## config.mk

```make
export PLATFORM = sky130hd
export DESIGN_NAME = rc_pwm_multichannel_decoder_unit
export DESIGN_NICKNAME = d
export VERILOG_FILES = /design/src/rtl/core/rpd_pkg.sv /design/src/rtl/core/rpd_lane.sv /design/src/rtl/core/rpd_frame.sv /design/src/rtl/core/rc_pwm_multichannel_decoder_unit.sv
export SDC_FILE = /design/constraint.sdc
export NUM_CORES = 2
export LEC_CHECK = 0
export BUFFER_PORTS_ARGS = -buffer_cell sky130_fd_sc_hd__buf_4
export CAP_MARGIN = 20
export CORE_UTILIZATION = 42
export DETAILED_ROUTE_END_ITERATION = 6
export PLACE_DENSITY = 0.65
export SLEW_MARGIN = 15
export SYNTH_ARGS = -nofsm -noshare
export SYNTH_HDL_FRONTEND = slang
export SYNTH_SLANG_ARGS = --single-unit
```

## constraint.sdc

```tcl
create_clock -name clk_i -period 23.4 [get_ports clk_i]
set_clock_uncertainty 0.1 [all_clocks]
set_input_delay 4.68 -clock clk_i [delete_from_list [all_inputs] [get_ports clk_i]]
set_output_delay 4.68 -clock clk_i [all_outputs]
set_load 0.01 [all_outputs]
```

## src/rtl/core/rpd_pkg.sv

```systemverilog
`default_nettype none
package rpd_pkg;

  localparam int unsigned CH_MAX       = 5;
  localparam int unsigned CHANNELS_DEF = 5;
  localparam int unsigned APB_DW       = 64;
  localparam int unsigned APB_AW       = 6;

  localparam logic [63:0] NEUTRAL_LOW_RST  = 64'h0BB8_0BB8_0BB8_0BB8;
  localparam logic [63:0] FAILSAFE_LOW_RST = 64'h0BB8_0BB8_0BB8_07D0;
  localparam logic [31:0] LAST_WORDS_RST   = 32'h0BB8_0BB8;
  localparam logic [4:0]  REVERSE_RST      = 5'd0;
  localparam logic [15:0] VALID_MIN_RST    = 16'd1600;
  localparam logic [15:0] VALID_MAX_RST    = 16'd4400;
  localparam logic [2:0]  LPF_SHIFT_RST    = 3'd2;

  typedef enum logic [2:0] {
    REG_NEUTRAL_LOW  = 3'd0,
    REG_FAILSAFE_LOW = 3'd1,
    REG_LAST_WORDS   = 3'd2,
    REG_REVERSE_MASK = 3'd3,
    REG_VALID_MIN    = 3'd4,
    REG_VALID_MAX    = 3'd5,
    REG_LPF_SHIFT    = 3'd6
  } reg_idx_e;

  typedef enum logic {
    OP_EDGE  = 1'b0,
    OP_CHECK = 1'b1
  } op_e;

  typedef struct packed {
    logic [15:0] valid_min;
    logic [15:0] valid_max;
    logic [2:0]  lpf_shift;
  } lane_cfg_t;

  // what a lane saw on this beat, for the frame counter chain
  typedef struct packed {
    logic rise;
    logic fall_ok;
  } lane_evt_t;

endpackage
`default_nettype wire

```

## src/rtl/core/rpd_lane.sv

```systemverilog
`default_nettype none
module rpd_lane
  import rpd_pkg::*;
(
  input  wire logic        clk_i,
  input  wire logic        rst_ni,
  input  wire logic        edge_fire_i,
  input  wire logic        check_fire_i,
  input  wire logic        level_i,
  input  wire logic [31:0] timestamp_i,
  input  wire lane_cfg_t   cfg_i,
  input  wire logic [15:0] failsafe_i,
  output lane_evt_t        evt_o,
  output logic [15:0]      width_d_o,
  output logic             mark_o
);

  logic [31:0] rise_q, rise_d;
  logic [15:0] width_q, width_d;
  logic        mark_q, mark_d;

  logic [31:0] pulse;
  logic        in_window;
  logic [15:0] diff, step, smooth;

  always_comb begin
    pulse     = timestamp_i - rise_q;
    in_window = (pulse >= {16'd0, cfg_i.valid_min}) && (pulse <= {16'd0, cfg_i.valid_max});
    diff      = width_q - pulse[15:0];
    step      = $signed(diff) >>> cfg_i.lpf_shift;
    // an empty filter takes the sample as is
    smooth    = (width_q == 16'd0) ? pulse[15:0] : width_q - step;

    evt_o.rise    = edge_fire_i & level_i;
    evt_o.fall_ok = edge_fire_i & ~level_i & in_window;

    rise_d  = rise_q;
    width_d = width_q;
    mark_d  = mark_q;
    if (evt_o.rise) begin
      rise_d = timestamp_i;
    end
    if (evt_o.fall_ok) begin
      width_d = smooth;
      mark_d  = 1'b1;
    end
    if (check_fire_i) begin
      if (!mark_q && (failsafe_i != 16'd0)) begin
        width_d = failsafe_i;
      end
      mark_d = 1'b0;
    end
  end

  always_ff @(posedge clk_i or negedge rst_ni) begin
    if (!rst_ni) begin
      rise_q  <= '0;
      width_q <= '0;
      mark_q  <= 1'b0;
    end else begin
      rise_q  <= rise_d;
      width_q <= width_d;
      mark_q  <= mark_d;
    end
  end

  assign width_d_o = width_d;
  assign mark_o    = mark_q;

endmodule
`default_nettype wire

```

## src/rtl/core/rpd_frame.sv

```systemverilog
`default_nettype none
module rpd_frame
  import rpd_pkg::*;
#(
  parameter int unsigned CHANNELS = CHANNELS_DEF
) (
  input  wire logic                clk_i,
  input  wire logic                rst_ni,
  input  wire lane_evt_t           evt_i [CHANNELS],
  input  wire logic                check_fire_i,
  input  wire logic [CHANNELS-1:0] marks_i,
  output logic [7:0]               frame_d_o,
  output logic                     lost_o
);

  logic [7:0] frame_q, frame_d;
  logic [7:0] seq_q [CHANNELS];
  logic [7:0] seq_d [CHANNELS];

  // channels resolve in ascending order; each sees the counter the previous left
  always_comb begin
    frame_d = frame_q;
    for (int ch = 0; ch < CHANNELS; ch++) begin
      seq_d[ch] = seq_q[ch];
      if (evt_i[ch].rise) begin
        if (8'(frame_d + 8'd1) == seq_q[ch]) begin
          frame_d = 8'(frame_d + 8'd1);
        end else begin
          seq_d[ch] = frame_d;
        end
      end else if (evt_i[ch].fall_ok) begin
        seq_d[ch] = 8'(seq_q[ch] + 8'd1);
      end
    end
  end

  always_ff @(posedge clk_i or negedge rst_ni) begin
    if (!rst_ni) begin
      frame_q <= '0;
      for (int ch = 0; ch < CHANNELS; ch++) begin
        seq_q[ch] <= '0;
      end
    end else begin
      frame_q <= frame_d;
      for (int ch = 0; ch < CHANNELS; ch++) begin
        seq_q[ch] <= seq_d[ch];
      end
    end
  end

  assign frame_d_o = frame_d;
  assign lost_o    = check_fire_i && (marks_i != {CHANNELS{1'b1}});

endmodule
`default_nettype wire

```

## src/rtl/core/rc_pwm_multichannel_decoder_unit.sv

```systemverilog
// Five-channel RC servo pulse-width decoder. Each input beat is either a pin edge event
// (timestamp, pin levels, changed pins) or a periodic failsafe check, and yields exactly
// one result beat carrying all channel widths, the frame count and the loss flag. One
// beat is taken every clock unless stalled: the per-channel lanes and frame counter chain
// are combinational, the result is registered for the cycle after its beat, and
// input stall follows output stall only while that register holds an untaken result.
// Configuration sits on a 64-bit APB port, register i at byte address 8*i, and may be
// written only while no result is pending. There is no clearing pass after reset.
`default_nettype none
module rc_pwm_multichannel_decoder_unit
  import rpd_pkg::*;
#(
  parameter int unsigned CHANNELS = CHANNELS_DEF
) (
  input  wire logic              clk_i,
  input  wire logic              rst_ni,
  input  wire logic              in_valid_i,
  output logic                   in_stall_o,
  input  wire logic              operation_i,
  input  wire logic [31:0]       timestamp_i,
  input  wire logic [4:0]        pin_levels_i,
  input  wire logic [4:0]        pin_changed_i,
  output logic                   out_valid_o,
  input  wire logic              out_stall_i,
  output logic [15:0]            channel0_value_o,
  output logic [15:0]            channel1_value_o,
  output logic [15:0]            channel2_value_o,
  output logic [15:0]            channel3_value_o,
  output logic [15:0]            channel4_value_o,
  output logic [7:0]             frame_count_o,
  output logic                   signal_lost_o,
  input  wire logic              psel,
  input  wire logic              penable,
  input  wire logic              pwrite,
  input  wire logic [APB_AW-1:0] paddr,
  input  wire logic [APB_DW-1:0] pwdata,
  output logic [APB_DW-1:0]      prdata,
  output logic                   pready
);

  // ---------------- configuration registers
  logic [63:0] neutral_low_q, failsafe_low_q;
  logic [31:0] last_words_q;
  logic [4:0]  reverse_q;
  logic [15:0] valid_min_q, valid_max_q;
  logic [2:0]  lpf_shift_q;
  reg_idx_e    reg_idx;
  logic        cfg_wr;

  assign reg_idx = reg_idx_e'(paddr[5:3]);
  assign cfg_wr  = psel && penable && pwrite && pready;
  assign pready  = 1'b1;

  always_ff @(posedge clk_i or negedge rst_ni) begin
    if (!rst_ni) begin
      neutral_low_q  <= NEUTRAL_LOW_RST;
      failsafe_low_q <= FAILSAFE_LOW_RST;
      last_words_q   <= LAST_WORDS_RST;
      reverse_q      <= REVERSE_RST;
      valid_min_q    <= VALID_MIN_RST;
      valid_max_q    <= VALID_MAX_RST;
      lpf_shift_q    <= LPF_SHIFT_RST;
    end else if (cfg_wr) begin
      unique case (reg_idx)
        REG_NEUTRAL_LOW:  neutral_low_q  <= pwdata;
        REG_FAILSAFE_LOW: failsafe_low_q <= pwdata;
        REG_LAST_WORDS:   last_words_q   <= pwdata[31:0];
        REG_REVERSE_MASK: reverse_q      <= pwdata[4:0];
        REG_VALID_MIN:    valid_min_q    <= pwdata[15:0];
        REG_VALID_MAX:    valid_max_q    <= pwdata[15:0];
        REG_LPF_SHIFT:    lpf_shift_q    <= pwdata[2:0];
        default: ;
      endcase
    end
  end

  always_comb begin
    unique case (reg_idx)
      REG_NEUTRAL_LOW:  prdata = neutral_low_q;
      REG_FAILSAFE_LOW: prdata = failsafe_low_q;
      REG_LAST_WORDS:   prdata = {32'd0, last_words_q};
      REG_REVERSE_MASK: prdata = {59'd0, reverse_q};
      REG_VALID_MIN:    prdata = {48'd0, valid_min_q};
      REG_VALID_MAX:    prdata = {48'd0, valid_max_q};
      REG_LPF_SHIFT:    prdata = {61'd0, lpf_shift_q};
      default:          prdata = '0;
    endcase
  end

  // ---------------- handshake
  logic out_valid_q;
  logic accept;
  logic edge_beat, check_beat;

  assign in_stall_o = out_valid_q && out_stall_i;
  assign accept     = in_valid_i && !in_stall_o;
  assign edge_beat  = accept && (op_e'(operation_i) == OP_EDGE);
  assign check_beat = accept && (op_e'(operation_i) == OP_CHECK);

  // ---------------- lanes
  lane_cfg_t           lane_cfg;
  lane_evt_t           lane_evt [CHANNELS];
  logic [15:0]         lane_width_d [CHANNELS];
  logic [CHANNELS-1:0] marks;
  logic [7:0]          frame_d;
  logic                lost;

  assign lane_cfg.valid_min = valid_min_q;
  assign lane_cfg.valid_max = valid_max_q;
  assign lane_cfg.lpf_shift = lpf_shift_q;

  for (genvar ch = 0; ch < CHANNELS; ch++) begin : g_lane
    logic [15:0] failsafe;
    if (ch < 4) begin : g_low
      assign failsafe = failsafe_low_q[16*ch +: 16];
    end else begin : g_last
      assign failsafe = last_words_q[31:16];
    end

    rpd_lane u_lane (
      .clk_i        (clk_i),
      .rst_ni       (rst_ni),
      .edge_fire_i  (edge_beat && pin_changed_i[ch]),
      .check_fire_i (check_beat),
      .level_i      (pin_levels_i[ch]),
      .timestamp_i  (timestamp_i),
      .cfg_i        (lane_cfg),
      .failsafe_i   (failsafe),
      .evt_o        (lane_evt[ch]),
      .width_d_o    (lane_width_d[ch]),
      .mark_o       (marks[ch])
    );
  end

  rpd_frame #(
    .CHANNELS (CHANNELS)
  ) u_frame (
    .clk_i        (clk_i),
    .rst_ni       (rst_ni),
    .evt_i        (lane_evt),
    .check_fire_i (check_beat),
    .marks_i      (marks),
    .frame_d_o    (frame_d),
    .lost_o       (lost)
  );

  // ---------------- result register
  logic [15:0] out_width_q [CHANNELS];
  logic [7:0]  out_frame_q;
  logic        out_lost_q;

  always_ff @(posedge clk_i or negedge rst_ni) begin
    if (!rst_ni) begin
      out_valid_q <= 1'b0;
      out_frame_q <= '0;
      out_lost_q  <= 1'b0;
      for (int ch = 0; ch < CHANNELS; ch++) begin
        out_width_q[ch] <= '0;
      end
    end else begin
      if (accept) begin
        out_valid_q <= 1'b1;
        out_frame_q <= frame_d;
        out_lost_q  <= lost;
        for (int ch = 0; ch < CHANNELS; ch++) begin
          out_width_q[ch] <= lane_width_d[ch];
        end
      end else if (!out_stall_i) begin
        out_valid_q <= 1'b0;
      end
    end
  end

  // mirror about neutral; user keeps config stable while result pending; not enforced
  logic [15:0] ch_value [CH_MAX];

  for (genvar ch = 0; ch < CH_MAX; ch++) begin : g_out
    if (ch < CHANNELS) begin : g_used
      logic [15:0] neutral;
      if (ch < 4) begin : g_low
        assign neutral = neutral_low_q[16*ch +: 16];
      end else begin : g_last
        assign neutral = last_words_q[15:0];
      end
      assign ch_value[ch] = (reverse_q[ch] && (out_width_q[ch] != 16'd0))
                          ? 16'({neutral, 1'b0} - {1'b0, out_width_q[ch]})
                          : out_width_q[ch];
    end else begin : g_unused
      assign ch_value[ch] = 16'd0;
    end
  end

  assign out_valid_o      = out_valid_q;
  assign channel0_value_o = ch_value[0];
  assign channel1_value_o = ch_value[1];
  assign channel2_value_o = ch_value[2];
  assign channel3_value_o = ch_value[3];
  assign channel4_value_o = ch_value[4];
  assign frame_count_o    = out_frame_q;
  assign signal_lost_o    = out_lost_q;

  // ---------------- assertions
  a_edge_no_loss : assert property (@(posedge clk_i) disable iff (!rst_ni)
    edge_beat |=> !signal_lost_o)
    else $error("loss flagged on an edge beat");

  a_check_clears_marks : assert property (@(posedge clk_i) disable iff (!rst_ni)
    check_beat |=> (marks == '0))
    else $error("update marks survived a check beat");

  a_check_flags_loss : assert property (@(posedge clk_i) disable iff (!rst_ni)
    check_beat && (marks != {CHANNELS{1'b1}}) |=> signal_lost_o)
    else $error("missed update not flagged");

  a_check_keeps_frame : assert property (@(posedge clk_i) disable iff (!rst_ni)
    check_beat |=> (frame_count_o == $past(out_frame_q)))
    else $error("frame count moved on a check beat");

endmodule
`default_nettype wire
```

==> impl_metrics.py <==
metrics = {
    "final_layout": {
        "fin_nets": 6791,
        "syn_to_final_growth_pct": 12.4,
        "antennaDiodeCount": 0,
        "layout-drive-gt1-share_pct": 14.2,
        "fill_cells": 11300,
    },
    "clock_network": {
        "root_buffer": "clkbuf_16",
        "ctsHoldBuffers": 0,
        "cts.sinks": 583,
        "clk_pin_slew_ns": 0.06,
        "clk_latency_ns": 0.67,
        "htreeDepth": 3,
        "cts_resized": 0,
        "clockBufferDepth": 3,
        "post_cts_buffers": 0,
        "cts_buffers": 74,
        "cts_tree": "built",
    },
    "worst_setup_path": {
        "crit_path_end_kind": "flip-flop",
        "worstPathRequired_ns": 23.83,
        "slowest_stage": "xnor2_1",
        "timing.rr.start": "u_frame.frame_q[0]",
        "cp_slowest_stage_delay_ns": 0.79,
        "worst_r2r_path_depth": 28,
        "regToRegSetupSlack_ns": 13.03,
        "path_class": "primary input to flip-flop",
        "arrival_ns": 13.71,
        "r2r-end": "frame_count_o[1]",
        "start_kind": "primary input",
        "critPathLaunch": "out_stall_i",
        "path_max_fanout": 68,
    },
    "floorplanning": {
        "die_x_um": 349,
        "initial_core_util_pct": 42.6,
        "io_pins": 276,
        "fp.dieArea_um2": 122000,
        "core_area_um2": 119000,
        "core.rowCount": 126,
        "die_y_um": 349,
    },
    "logic_synthesis": {
        "netlist_top_cells_count": "o21ai_0 (617), nand2_1 (612), ha_1 (541), inv_1 (541), dfrtp_1 (506)",
        "synth_fp_nets": 6623,
        "yosysUniqueCellTypes": 96,
        "syn_inst": 5942,
        "synth_top_area_share_pct": 25.1,
        "synth-edff-count": 0,
        "ys_ff_latch": 583,
        "ys.flop_type": "dfrtp_1",
        "yosysTopAreaCell": "dfrtp_1",
        "syn_area_um2": 50500,
        "yosysMostFrequentCell": "o21ai_0",
        "yosysWarningCount": 0,
        "ys_seq_area_share_pct": 29.1,
        "synthTopCellsByArea": "dfrtp_1 (25%), ha_1 (13%), mux2_2 (6.2%)",
        "syn_avg_cell_area_um2": 8.50,
        "async_flop_share_pct": 100,
    },
    "sta": {
        "rsz0062_at_grt": "false",
        "final.setup.tns_ns": 0,
        "hold_violations": 0,
        "worst_slew_pin_slew_ns": 1.00,
        "setup_viol": 0,
        "whs_ns": 0.386,
        "period_minus_slack_ns": 13.28,
        "fin_crit_sh_pct": 56.7,
        "maxSlewHeadroom_pct": 31.4,
        "final-max-slew-violation-count": 0,
        "setup_slack_ns": 10.12,
        "max_freq_mhz": 75.3,
    },
    "power": {
        "switching_share_pct": 45.0,
        "p_int_w": 0.00391,
        "irDropWorstVdd_uv": 71.1,
        "p_seq_share_pct": 21.5,
        "p_clk_share_pct": 17.0,
        "powerDensity_nw_per_um2": 125,
        "combPwrFrac_pct": 61.5,
        "p_sw_w": 0.00320,
        "leakage_nw": 27.4,
    },
    "grt": {
        "antenna_found_initial": 2,
        "grt_max_degree": 170,
        "grt_pass1_vias": 41500,
        "grt_pass1_wl_um": 239000,
        "grt_overflow": 0,
        "grt.total_usage_pct": 24.8,
    },
    "routing": {
        "vias": 43600,
        "antenna_left": 0,
        "vias_per_cell": 5.61,
        "remaining_drc_errors": 0,
        "first_pass_iters": 6,
        "routed_wirelength_um": 153000,
        "drt_iter0_drc": 2953,
        "wl_per_cell_um": 19.7,
    },
    "status": {
        "outcome": "finished clean",
    },
    "place": {
        "post-dp-hpwl_um": 117000,
        "pre_cts_slack_ns": 9.35,
        "place_congestion": 0.929,
        "io_buffers": 271,
    },
    "min_path": {
        "min_from": "signal_lost_o",
        "holdPathStages": 2,
        "whs_endpoint": "signal_lost_o",
        "min_path_type": "flip-flop to flip-flop",
    },
    "job": {
        "max_cap_violations": 0,
    },
}
## flip-flops by register name, summed over array words and instances, names as in the netlist, 32 cells and up
signal	count
g_lane.u_lane.rise_q	160
g_lane.u_lane.width_q	80
neutral_low_q	64
last_words_q	32
u_frame.seq_q	40
out_width_q	80
failsafe_low_q	64
## cell usage in the layout, fill, tap and decap left out, types with 9 or more instances in the layout
cell         n
mux4_2      13
xnor2_1    183
or2_2       11
a22o_1      38
a22oi_1     15
nor3_1      58
o22ai_1     48
and3_1      31
nor2b_1     71
nand4_1     51
clkbuf_16   75
o21a_1      21
dfrtp_1    504
mux2_2     278
inv_1      541
a21o_1     220
nor3b_1      9
clkbuf_1    10
nor4_1      73
o21bai_1    87
clkbuf_8     9
xor2_1     164
and2_1      21
a211oi_1    32
dfstp_2     77
o211ai_1     9
fa_1        20
a21boi_0    28
nand3_1     65
o21ai_0    617
ha_1       541
a21oi_1    482
nor2_1     337
nand2b_1    69
clkinv_2    14
a31oi_1     26
mux2i_1    197
nand2_1    612
buf_4      311
## power by group through the flow
stage          sequential, W  clock [W]  combinational (W)
2_1_floorplan        0.00142          0            0.00331
3_3_place_gp         0.00153          0            0.00421
4_1_cts              0.00152    0.00123            0.00434
5_1_grt              0.00156    0.00127            0.00491
3_5_place_dp         0.00154          0            0.00431
6_report             0.00153    0.00121            0.00437
## through the flow
| stage | total power [W] | std cells | util, % | instance area (um^2) |
|---|---|---|---|---|
| after floorplan | 0.00473 | 5942 | - | 50500 |
| after global placement | 0.00574 | 7627 | 45.6 | 54100 |
| after detailed placement | 0.00584 | 7628 | 45.6 | 54100 |
| after CTS | 0.00709 | 7765 | 47.8 | 56700 |
| after global routing | 0.00774 | 7771 | 47.9 | 56700 |
| final | 0.00710 | 7771 | 47.9 | 56700 |
## worst max-delay path, delay by kind of cell
| family | cells | cell delay [ns] |
|---|---|---|
| buffers and inverters | 2 | 0.64 |
| muxes | 2 | 0.44 |
| and+or+nand+nor | 6 | 2.03 |
| adders and majority gates | 1 | 0.45 |
| xor gates and xnor gates | 3 | 1.13 |
| AOI/OAI and AO/OA | 14 | 4.29 |
## kinds of logic (layout without fill, tap and decap cells)
logic type                 after synthesis  in the layout  share of synthesized area (%)
AOI/OAI and AO/OA                     1718           1718                           20.5
xor gates and xnor gates               356            356                           6.41
adders and majority gates              563            563                           14.2
buffers and inverters                  771           1000                           5.80
DFF                                    583            583                           29.1
muxes                                  488            488                           10.7
other                                    1              1                        0.00743
and+or+nand+nor                       1462           1462                           13.3
## layout make-up
| type | count | area [um^2] | share of cell area [%] |
|---|---|---|---|
| multi-input cells | 4588 | 33000 | 58.1 |
| flip-flops and latches | 583 | 14700 | 25.9 |
| repair buffers | 320 | 2460 | 4.34 |
| clock buffers | 94 | 2040 | 3.59 |
| inverters | 543 | 2040 | 3.59 |
| well taps | 1600 | 2000 | 3.53 |
| clock inverters | 43 | 519 | 0.915 |
## how the worst max path moves through the flow
| stage | endpoint | slack [ns] | cells past startpoint |
|---|---|---|---|
| finish | frame_count_o[1] | 10.12 | 28 |
| global route | frame_count_o[1] | 9.46 | 28 |
| CTS | frame_count_o[1] | 10.03 | 28 |
| detailed placement | frame_count_o[1] | 9.35 | 28 |
| global placement | frame_count_o[1] | 9.46 | 28 |
| floorplan | frame_count_o[1] | 11.17 | 28 |
## routing by layer
metal / wire (um) / vias to the layer above / track usage (%)
li1: - / 21300 / -
met1: 70000 / 20900 / 34.0
met2: 70500 / 1188 / 40.6
met3: 8070 / 235 / 2.93
met4: 4520 / 4 / 7.91
met5: 34 / - / 0
Note: power is estimated with default switching activity, not from simulation.
